File: config.mk
export PLATFORM = sky130hd
export DESIGN_NAME = interface_adapter_timers_irq_core
export DESIGN_NICKNAME = d
export VERILOG_FILES = /design/src/iatirq_pkg.sv /design/src/interface_adapter_timers_irq_core.sv /design/src/iatirq_ctrl.sv /design/src/iatirq_dp.sv
export SDC_FILE = /design/constraint.sdc
export NUM_CORES = 1
export LEC_CHECK = 0
export BUFFER_PORTS_ARGS = -buffer_cell sky130_fd_sc_hd__buf_2
export CAP_MARGIN = 25
export CORE_MARGIN = 8
export CORE_UTILIZATION = 50
export DETAILED_ROUTE_END_ITERATION = 7
export PLACE_DENSITY = 0.7
export SLEW_MARGIN = 20
export SYNTH_ARGS = -nofsm -noshare
export SYNTH_HDL_FRONTEND = slang
export SYNTH_SLANG_ARGS = --single-unit
File: constraint.sdc
create_clock -name clk -period 10.3 [get_ports clk]
set_input_delay 2.06 -clock clk [delete_from_list [all_inputs] [get_ports clk]]
set_output_delay 2.06 -clock clk [all_outputs]
set_load 0.01 [all_outputs]
File: src/iatirq_pkg.sv
`timescale 1ns / 1ps
// ----------------------------------------------------------------------------
// Interface adapter package
// Shared codes and the command and status types between controller and datapath.
// ----------------------------------------------------------------------------
package iatirq_pkg;

  localparam logic [1:0] ACT_READ  = 2'd0;
  localparam logic [1:0] ACT_WRITE = 2'd1;
  localparam logic [1:0] ACT_TICK  = 2'd2;

  localparam logic [3:0] REG_ORB  = 4'd0;
  localparam logic [3:0] REG_ORA  = 4'd1;
  localparam logic [3:0] REG_T1CL = 4'd4;
  localparam logic [3:0] REG_T1CH = 4'd5;
  localparam logic [3:0] REG_T1LL = 4'd6;
  localparam logic [3:0] REG_T1LH = 4'd7;
  localparam logic [3:0] REG_T2CL = 4'd8;
  localparam logic [3:0] REG_T2CH = 4'd9;
  localparam logic [3:0] REG_SR   = 4'd10;
  localparam logic [3:0] REG_ACR  = 4'd11;
  localparam logic [3:0] REG_PCR  = 4'd12;
  localparam logic [3:0] REG_IFR  = 4'd13;
  localparam logic [3:0] REG_IER  = 4'd14;
  localparam logic [3:0] REG_ORAN = 4'd15;

  localparam int unsigned RF_DEPTH = 15;

  typedef struct packed {
    logic load;
    logic step;
  } iatirq_cmd_t;

  typedef struct packed {
    logic last;
  } iatirq_sts_t;

endpackage

File: src/interface_adapter_timers_irq_core.sv
`timescale 1ns / 1ps
// ----------------------------------------------------------------------------
// Interface adapter with timers and interrupt logic
// Register file, two down-counters and interrupt flags of a 6522-style adapter.
// ----------------------------------------------------------------------------
// A request is accepted in the idle state and carried out in the run state, where its
// result is registered and presented, held back while an older result stalls. A tick
// walks the timer1 loop pass by pass: a pass per underflow, a pass per reload from the
// minus-one state and a pass for the final count. No new request is taken until done.
// Synchronous reset clears registers, timers and flags; the PB7 toggle resets to one.
module interface_adapter_timers_irq_core #(
  parameter int unsigned MAX_TICK_CLOCKS = 255
) (
  input  logic       clk,
  input  logic       rst_n,
  input  logic       in_valid,
  output logic       in_stall,
  input  logic [1:0] in_action,
  input  logic [3:0] in_reg_index,
  input  logic [7:0] in_write_data,
  input  logic       in_peek,
  input  logic [7:0] in_clocks,
  input  logic [7:0] in_pb6_pulses,
  output logic       out_valid,
  input  logic       out_stall,
  output logic [7:0] out_read_data,
  output logic       out_irq,
  output logic       out_pb7_level
);

  iatirq_pkg::iatirq_cmd_t cmd;
  iatirq_pkg::iatirq_sts_t sts;

  iatirq_ctrl u_ctrl (
    .clk       (clk),
    .rst_n     (rst_n),
    .in_valid  (in_valid),
    .in_stall  (in_stall),
    .out_valid (out_valid),
    .out_stall (out_stall),
    .cmd       (cmd),
    .sts       (sts)
  );

  iatirq_dp #(
    .MAX_TICK_CLOCKS (MAX_TICK_CLOCKS)
  ) u_dp (
    .clk           (clk),
    .rst_n         (rst_n),
    .cmd           (cmd),
    .sts           (sts),
    .in_action     (in_action),
    .in_reg_index  (in_reg_index),
    .in_write_data (in_write_data),
    .in_peek       (in_peek),
    .in_clocks     (in_clocks),
    .in_pb6_pulses (in_pb6_pulses),
    .out_read_data (out_read_data),
    .out_irq       (out_irq),
    .out_pb7_level (out_pb7_level)
  );

endmodule

File: src/iatirq_ctrl.sv
`timescale 1ns / 1ps
// ----------------------------------------------------------------------------
// Interface adapter controller
// Accepts a request, steps the datapath and owns the result valid flag.
// ----------------------------------------------------------------------------
module iatirq_ctrl (
  input  logic                   clk,
  input  logic                   rst_n,
  input  logic                   in_valid,
  output logic                   in_stall,
  output logic                   out_valid,
  input  logic                   out_stall,
  output iatirq_pkg::iatirq_cmd_t cmd,
  input  iatirq_pkg::iatirq_sts_t sts
);

  localparam logic ST_IDLE = 1'b0;
  localparam logic ST_RUN  = 1'b1;

  logic state_r, state_nxt;
  logic out_valid_r, out_valid_nxt;
  logic out_free;

  assign out_free = !out_valid_r || !out_stall;
  assign in_stall = (state_r != ST_IDLE);
  assign out_valid = out_valid_r;

  always_comb begin
    cmd.load = (state_r == ST_IDLE) && in_valid;
    cmd.step = (state_r == ST_RUN) && (!sts.last || out_free);
    state_nxt = state_r;
    out_valid_nxt = out_valid_r && out_stall;
    case (state_r)
      ST_IDLE: begin
        if (in_valid) begin
          state_nxt = ST_RUN;
        end
      end
      ST_RUN: begin
        if (cmd.step && sts.last) begin
          state_nxt = ST_IDLE;
          out_valid_nxt = 1'b1;
        end
      end
      default: state_nxt = ST_IDLE;
    endcase
  end

  always_ff @(posedge clk) begin
    if (!rst_n) begin
      state_r <= ST_IDLE;
      out_valid_r <= 1'b0;
    end else begin
      state_r <= state_nxt;
      out_valid_r <= out_valid_nxt;
    end
  end

endmodule

File: src/iatirq_dp.sv
`timescale 1ns / 1ps
// ----------------------------------------------------------------------------
// Interface adapter datapath
// Register file, timers, flags and the iterative timer1 tick unit.
// ----------------------------------------------------------------------------
module iatirq_dp #(
  parameter int unsigned MAX_TICK_CLOCKS = 255
) (
  input  logic                    clk,
  input  logic                    rst_n,
  input  iatirq_pkg::iatirq_cmd_t cmd,
  output iatirq_pkg::iatirq_sts_t sts,
  input  logic [1:0]              in_action,
  input  logic [3:0]              in_reg_index,
  input  logic [7:0]              in_write_data,
  input  logic                    in_peek,
  input  logic [7:0]              in_clocks,
  input  logic [7:0]              in_pb6_pulses,
  output logic [7:0]              out_read_data,
  output logic                    out_irq,
  output logic                    out_pb7_level
);

  logic [7:0]  rf_r [iatirq_pkg::RF_DEPTH];
  logic [7:0]  rf_nxt [iatirq_pkg::RF_DEPTH];
  logic [15:0] t1_r, t1_nxt, t2_r, t2_nxt;
  logic        m1_r, m1_nxt, act1_r, act1_nxt, act2_r, act2_nxt, tog_r, tog_nxt;
  logic [1:0]  action_r;
  logic [3:0]  idx_r;
  logic [7:0]  wd_r;
  logic        peek_r;
  logic [7:0]  left_r, left_nxt;
  logic [7:0]  rd_r, rd_nxt;
  logic        irq_r, pb7_r;
  logic [7:0]  clk_sat, t2n, ifr, pcr;
  logic [15:0] latch;
  logic [16:0] lp1, used17;
  logic [17:0] sum2, used18;
  logic [15:0] left16;
  logic [7:0]  tick_left;
  logic        last;

  always_comb begin
    for (int i = 0; i < iatirq_pkg::RF_DEPTH; i++) begin
      rf_nxt[i] = rf_r[i];
    end
    t1_nxt = t1_r;
    t2_nxt = t2_r;
    m1_nxt = m1_r;
    act1_nxt = act1_r;
    act2_nxt = act2_r;
    tog_nxt = tog_r;
    left_nxt = left_r;
    rd_nxt = 8'd0;
    ifr = rf_r[iatirq_pkg::REG_IFR];
    pcr = rf_r[iatirq_pkg::REG_PCR];
    latch = {rf_r[iatirq_pkg::REG_T1LH], rf_r[iatirq_pkg::REG_T1LL]};
    lp1 = {1'b0, latch} + 17'd1;
    sum2 = {2'b00, t1_r} + {2'b00, latch} + 18'd2;
    left16 = {8'd0, left_r};
    used17 = ({1'b0, left16} < lp1) ? {1'b0, left16} : lp1;
    used18 = ({2'b00, left16} < sum2) ? {2'b00, left16} : sum2;
    if (m1_r) begin
      tick_left = left_r - used17[7:0];
    end else if (t1_r < left16) begin
      tick_left = (left16 - t1_r == 16'd1) ? left_r - 8'd1 : left_r - used18[7:0];
    end else begin
      tick_left = 8'd0;
    end
    last = (action_r != iatirq_pkg::ACT_TICK) || (left_r == 8'd0) || (tick_left == 8'd0);
    clk_sat = ({8'd0, in_clocks} > 16'(MAX_TICK_CLOCKS)) ? 8'(MAX_TICK_CLOCKS) : in_clocks;
    t2n = rf_r[iatirq_pkg::REG_ACR][5] ? in_pb6_pulses : clk_sat;
    if (cmd.load) begin
      left_nxt = clk_sat;
      if (in_action == iatirq_pkg::ACT_TICK) begin
        if (t2_r < {8'd0, t2n} && act2_r) begin
          ifr = ifr | 8'h20;
          act2_nxt = 1'b0;
        end
        t2_nxt = t2_r - {8'd0, t2n};
      end
    end else if (cmd.step) begin
      case (action_r)
        iatirq_pkg::ACT_READ: begin
          case (idx_r)
            iatirq_pkg::REG_ORB: begin
              rd_nxt = rf_r[iatirq_pkg::REG_ORB];
              if (!peek_r) begin
                ifr = ifr & 8'hEF;
                if ((pcr & 8'hA0) != 8'h20) ifr = ifr & 8'hF7;
              end
            end
            iatirq_pkg::REG_ORA, iatirq_pkg::REG_ORAN: begin
              rd_nxt = rf_r[iatirq_pkg::REG_ORA];
              if (!peek_r) begin
                ifr = ifr & 8'hFD;
                if ((pcr & 8'h0A) != 8'h02) ifr = ifr & 8'hFE;
              end
            end
            iatirq_pkg::REG_T1CL: begin
              rd_nxt = t1_r[7:0];
              if (!peek_r) ifr = ifr & 8'hBF;
            end
            iatirq_pkg::REG_T1CH: rd_nxt = t1_r[15:8];
            iatirq_pkg::REG_T2CL: begin
              rd_nxt = t2_r[7:0];
              if (!peek_r) ifr = ifr & 8'hDF;
            end
            iatirq_pkg::REG_T2CH: rd_nxt = t2_r[15:8];
            iatirq_pkg::REG_SR: begin
              rd_nxt = rf_r[iatirq_pkg::REG_SR];
              if (!peek_r) ifr = ifr & 8'hFB;
            end
            iatirq_pkg::REG_IFR: begin
              rd_nxt = ifr | (((ifr & rf_r[iatirq_pkg::REG_IER]) != 8'd0) ? 8'h80 : 8'h00);
            end
            iatirq_pkg::REG_IER: rd_nxt = rf_r[iatirq_pkg::REG_IER] | 8'h80;
            default: rd_nxt = rf_r[idx_r];
          endcase
        end
        iatirq_pkg::ACT_WRITE: begin
          case (idx_r)
            iatirq_pkg::REG_ORB: begin
              ifr = ifr & 8'hEF;
              if ((pcr & 8'hA0) != 8'h20) ifr = ifr & 8'hF7;
              rf_nxt[iatirq_pkg::REG_ORB] = wd_r;
            end
            iatirq_pkg::REG_ORA, iatirq_pkg::REG_ORAN: begin
              ifr = ifr & 8'hFD;
              if ((pcr & 8'h0A) != 8'h02) ifr = ifr & 8'hFE;
              rf_nxt[iatirq_pkg::REG_ORA] = wd_r;
            end
            iatirq_pkg::REG_T1CL: rf_nxt[iatirq_pkg::REG_T1LL] = wd_r;
            iatirq_pkg::REG_T1CH, iatirq_pkg::REG_T1LH: begin
              ifr = ifr & 8'hBF;
              rf_nxt[iatirq_pkg::REG_T1LH] = wd_r;
              if (idx_r == iatirq_pkg::REG_T1CH) begin
                t1_nxt = {wd_r, rf_r[iatirq_pkg::REG_T1LL]};
                act1_nxt = 1'b1;
                tog_nxt = 1'b0;
              end
            end
            iatirq_pkg::REG_T2CH: begin
              ifr = ifr & 8'hDF;
              t2_nxt = {wd_r, rf_r[iatirq_pkg::REG_T2CL]};
              act2_nxt = 1'b1;
            end
            iatirq_pkg::REG_SR: begin
              ifr = ifr & 8'hFB;
              rf_nxt[iatirq_pkg::REG_SR] = wd_r;
            end
            iatirq_pkg::REG_IFR: begin
              if (wd_r[0] && (pcr & 8'h0A) == 8'h02) ifr = ifr & 8'hFE;
              if (wd_r[3] && (pcr & 8'hA0) == 8'h20) ifr = ifr & 8'hF7;
            end
            iatirq_pkg::REG_IER: begin
              if (wd_r[7]) begin
                rf_nxt[iatirq_pkg::REG_IER] = rf_r[iatirq_pkg::REG_IER] | {1'b0, wd_r[6:0]};
              end else begin
                rf_nxt[iatirq_pkg::REG_IER] = rf_r[iatirq_pkg::REG_IER] & {1'b0, ~wd_r[6:0]};
              end
            end
            default: rf_nxt[idx_r] = wd_r;
          endcase
        end
        iatirq_pkg::ACT_TICK: begin
          if (left_r != 8'd0) begin
            if (m1_r) begin
              t1_nxt = 16'(lp1 - used17);
              m1_nxt = 1'b0;
              left_nxt = left_r - used17[7:0];
            end else if (t1_r < left16) begin
              if (act1_r) begin
                ifr = ifr | 8'h40;
                tog_nxt = !tog_r;
                if (!rf_r[iatirq_pkg::REG_ACR][6]) act1_nxt = 1'b0;
              end
              if (left16 - t1_r == 16'd1) begin
                t1_nxt = 16'hFFFF;
                m1_nxt = 1'b1;
                left_nxt = left_r - 8'd1;
              end else begin
                t1_nxt = 16'(sum2 - used18);
                left_nxt = left_r - used18[7:0];
              end
            end else begin
              t1_nxt = t1_r - left16;
              left_nxt = 8'd0;
            end
          end
        end
        default: rd_nxt = 8'd0;
      endcase
    end
    rf_nxt[iatirq_pkg::REG_IFR] = ifr;
  end

  assign sts.last = last;
  assign out_read_data = rd_r;
  assign out_irq = irq_r;
  assign out_pb7_level = pb7_r;

  always_ff @(posedge clk) begin
    if (!rst_n) begin
      for (int i = 0; i < iatirq_pkg::RF_DEPTH; i++) begin
        rf_r[i] <= 8'd0;
      end
      t1_r <= 16'd0;
      t2_r <= 16'd0;
      m1_r <= 1'b0;
      act1_r <= 1'b0;
      act2_r <= 1'b0;
      tog_r <= 1'b1;
      left_r <= 8'd0;
    end else begin
      for (int i = 0; i < iatirq_pkg::RF_DEPTH; i++) begin
        rf_r[i] <= rf_nxt[i];
      end
      t1_r <= t1_nxt;
      t2_r <= t2_nxt;
      m1_r <= m1_nxt;
      act1_r <= act1_nxt;
      act2_r <= act2_nxt;
      tog_r <= tog_nxt;
      left_r <= left_nxt;
    end
  end

  always_ff @(posedge clk) begin
    if (cmd.load) begin
      action_r <= in_action;
      idx_r <= in_reg_index;
      wd_r <= in_write_data;
      peek_r <= in_peek;
    end
    if (cmd.step && last) begin
      rd_r <= rd_nxt;
      irq_r <= (rf_nxt[iatirq_pkg::REG_IFR] & rf_nxt[iatirq_pkg::REG_IER]) != 8'd0;
      pb7_r <= tog_nxt;
    end
  end

endmodule

==> metrics.md <==
| Metric | Value |
|---|---|
| Outcome | complete, no violations |
| Post-Syn Instances | 1739 |
| Type of the most critical hold path | flip-flop to flip-flop |
| Start-to-end type of the worst setup path | flip-flop to flip-flop |
| Final Cycle Share | about 83% |
| Maximum clock rate | 117.2 MHz |
| Number of I/O pins | 47 |
| Biggest area contributors in the synthesized netlist | sky130_fd_sc_hd__dfxtp_1 23%, sky130_fd_sc_hd__ha_1 8.9%, sky130_fd_sc_hd__mux2i_1 7.2% |
| Power per Cell Area | roughly 160 nW/um^2 |
| Die Height | 187.2 um |
| Nets in the synthesized netlist | ~1900 |
| Number of DRC violations after detailed routing | 0 |
| Distinct cells, synth | 91 |
| Synth Flop Type | sky130_fd_sc_hd__dfxtp_1 |
| Critical Path Sink Type | flip-flop |
| Total number of clock tree sinks | 194 |
| Setup crit start kind | flip-flop |
| Maxcap violations | 0 |
| Resized Gates After CTS | 0 |
| Total of buffers placed on input and output ports | 46 |
| Post-detailed-routing wire length | 47290 um |
| Final number of hold-violating endpoints | 0 |
| Std-Cell Rows | 62 |
| Number of synthesized register bits | 194 |
| Post-synthesis cell area | 14650 um^2 |
| Critical path data required time | 10.64 ns |
| Number of optimization iterations in the first detailed-route pass | 6 |
| Sequential share of the synthesized area | 28.22% |
| Wire length of the first global-routing pass | 74060 um |
| Final-report setup violation count | 0 |
| Count of hold buffers inserted by post-cts repair | 0 |
| CTS Buffer Depth | 2 |
| RSZ-0062 raised after global routing | no |
| Vias per std cell | 6.397 |
| Max-slew headroom | 29.37% |
| Total global routing overflow | 0 |
| Arrival time worst endpoint | 8.87 ns |
| Share of synthesized flip-flops with an asynchronous set or reset | 0% |
| Count leader, synth | sky130_fd_sc_hd__nor2_1 |
| Fraction of final layout cells sized beyond drive strength 1 | about a tenth |
| Stage delay of the slowest cell on the critical path | between 0.8 and 0.9 ns |
| Number of nets in the final layout | ~1900 |
| CP Max Fanout | 20 |
| CTS H-tree depth | 4 |
| Clk_lat worst skew | between 0.4 and 0.5 ns |
| Initial DRC Count | 1603 |
| Post-CTS clock slew at the launch and capture registers of the worst setup and hold paths | 0.07 ns |
| Final routed wire length divided by cell count | around 22 um |
| Fraction of post-synthesis cell area in the top cell type by area | 23.10% |
| Horizontal extent of the die | 187.2 um |
| Final-layout setup total negative slack | 0 ns |
| Number of post-CTS setup repair buffers | 0 |
| Worst-margin pin slew | 1.055 ns |
| Worst clock skew on the final layout | around 0.010 ns |
| TritonCTS buffer count | 17 |
| Layout Utilization | between 50% and 60% |
| Cell at the root of the clock tree | sky130_fd_sc_hd__clkbuf_16 |
| Initial core utilization | 50.90% |
| Average cell area after synthesis | 8.424 um^2 |
| Clock period minus worst slack | 8.534 ns |
| Cell repeated most along the worst path | sky130_fd_sc_hd__ha_1 |
| Post-DP HPWL | around 35000 um |
| Overall global routing resource usage | 26.29% |
| Antenna-violating nets left | 0 |
| Most frequent cells after synthesis | 177 x sky130_fd_sc_hd__nor2_1, 169 x sky130_fd_sc_hd__dfxtp_1, 140 x sky130_fd_sc_hd__nand2_1, 106 x sky130_fd_sc_hd__mux2i_1, 104 x sky130_fd_sc_hd__ha_1 |
| Cell type with the largest total area after synthesis | sky130_fd_sc_hd__dfxtp_1 |
| Initial antenna violation count | 2 |
| Area delta synth->final | 6.952% |
| Static leakage | 6.814 nW |
| Clock tree from TritonCTS | done |
| Total Die Area | 35030 um^2 |
| Count of vias placed by the detailed router | 13478 |
| Via count of the first global-routing pass | 12885 |
| Total power draw | 2.465 mW |
| Total count of max-transition violations in the final report | 0 |
| Worst IR drop on VDD | 0.1286 mV |
| EDFF count, synth | 25 |
| Number of antenna repair diodes | 0 |
| Maximum number of pins on one net before global-route repair | between 70 and 80 |
| Final Wtd Congestion | 1.016 |
| Area inside the core boundary | around 29000 um^2 |
| Crit path max-delay cell type | sky130_fd_sc_hd__nor3_2 |
| Count of warnings emitted by yosys | 0 |
-- report_power, final --
part | switching, mW | internal [mW]
clock | 0.302 | 0.386
sequential | 0.0619 | 0.790
combinational | 0.555 | 0.371
-- routing by layer --
metal / global-route usage, % / part of all wire [%] / vias up / wire length [um]
li1: - / - / 6286 / -
met1: 36.64 / 44 / 6389 / 20660
met2: 39.94 / 43 / 708 / 20320
met3: 5.369 / 11 / 91 / 4987
met4: 8.644 / 2.8 / 4 / 1301
met5: 0 / 0.049 / - / 23
-- through the flow --
| stage | setup WS (ns) | instance area, um^2 | hold WS, ns | std cells |
|---|---|---|---|---|
| after floorplan | 3.195 | 14650 | 0.4123 | 1739 |
| after detailed placement | 1.879 | 15020 | 0.4225 | 2072 |
| after global placement | 2.201 | 15020 | 0.4275 | 2072 |
| after CTS | 1.834 | 15630 | 0.4336 | 2104 |
| final | 1.766 | 15670 | 0.4399 | 2107 |
| after global routing | 1.092 | 15670 | 0.4509 | 2107 |
-- cell type report --
type / instances / area [um^2]
inverters: 84 / 316.6
fillers: 2644 / 13110
well taps: 384 / 480.5
repair buffers: 62 / 370.4
clock buffers: 22 / 484.2
clock inverters: 10 / 121.4
flip-flops and latches: 194 / 4135
multi-input cells: 1351 / 9759
-- worst max-delay path, delay by kind of cell (launching register included) --
family,cells,cell delay (ns)
and+or+nand+nor,7,2.18
adders and majority gates,5,1.54
buffers and inverters,3,0.22
AOI/OAI and AO/OA,15,3.61
DFF,1,0.51
xor gates and xnor gates,2,0.34
-- cells in the final DEF, fill, tap and decap left out, types with 44 or more instances in the layout --
cell / Yosys / routed
sky130_fd_sc_hd__nand3_1: 48 / 48
sky130_fd_sc_hd__inv_1: 83 / 83
sky130_fd_sc_hd__o21ai_0: 96 / 96
sky130_fd_sc_hd__mux2i_1: 106 / 106
sky130_fd_sc_hd__nor2_1: 177 / 177
sky130_fd_sc_hd__ha_1: 104 / 104
sky130_fd_sc_hd__dfxtp_1: 169 / 168
sky130_fd_sc_hd__nand2_1: 140 / 140
sky130_fd_sc_hd__xnor2_1: 44 / 44
sky130_fd_sc_hd__a21oi_1: 92 / 92
sky130_fd_sc_hd__buf_2: 9 / 46
-- worst paths after layout --
check	start	end	depth (start not counted)	slack [ns]
hold reg to reg	u_dp.rf_r[14][7]	u_dp.rf_r[14][7]	2	0.44
setup reg to reg	flip-flop	u_dp.t2_r[15]	32	1.77
hold / removal	u_dp.rf_r[14][7]	u_dp.rf_r[14][7]	2	0.44
setup / recovery	flip-flop	u_dp.t2_r[15]	32	1.77
-- logic make-up after synthesis --
group / share of synthesized area (%)
compound gates: 20.25
xor+xnor: 3.826
buf+inv: 5.201
fa+ha+maj: 9.976
simple gates: 20.13
mux: 12.39
flops: 28.22
No activity file was read; power rests on OpenSTA's default activity.
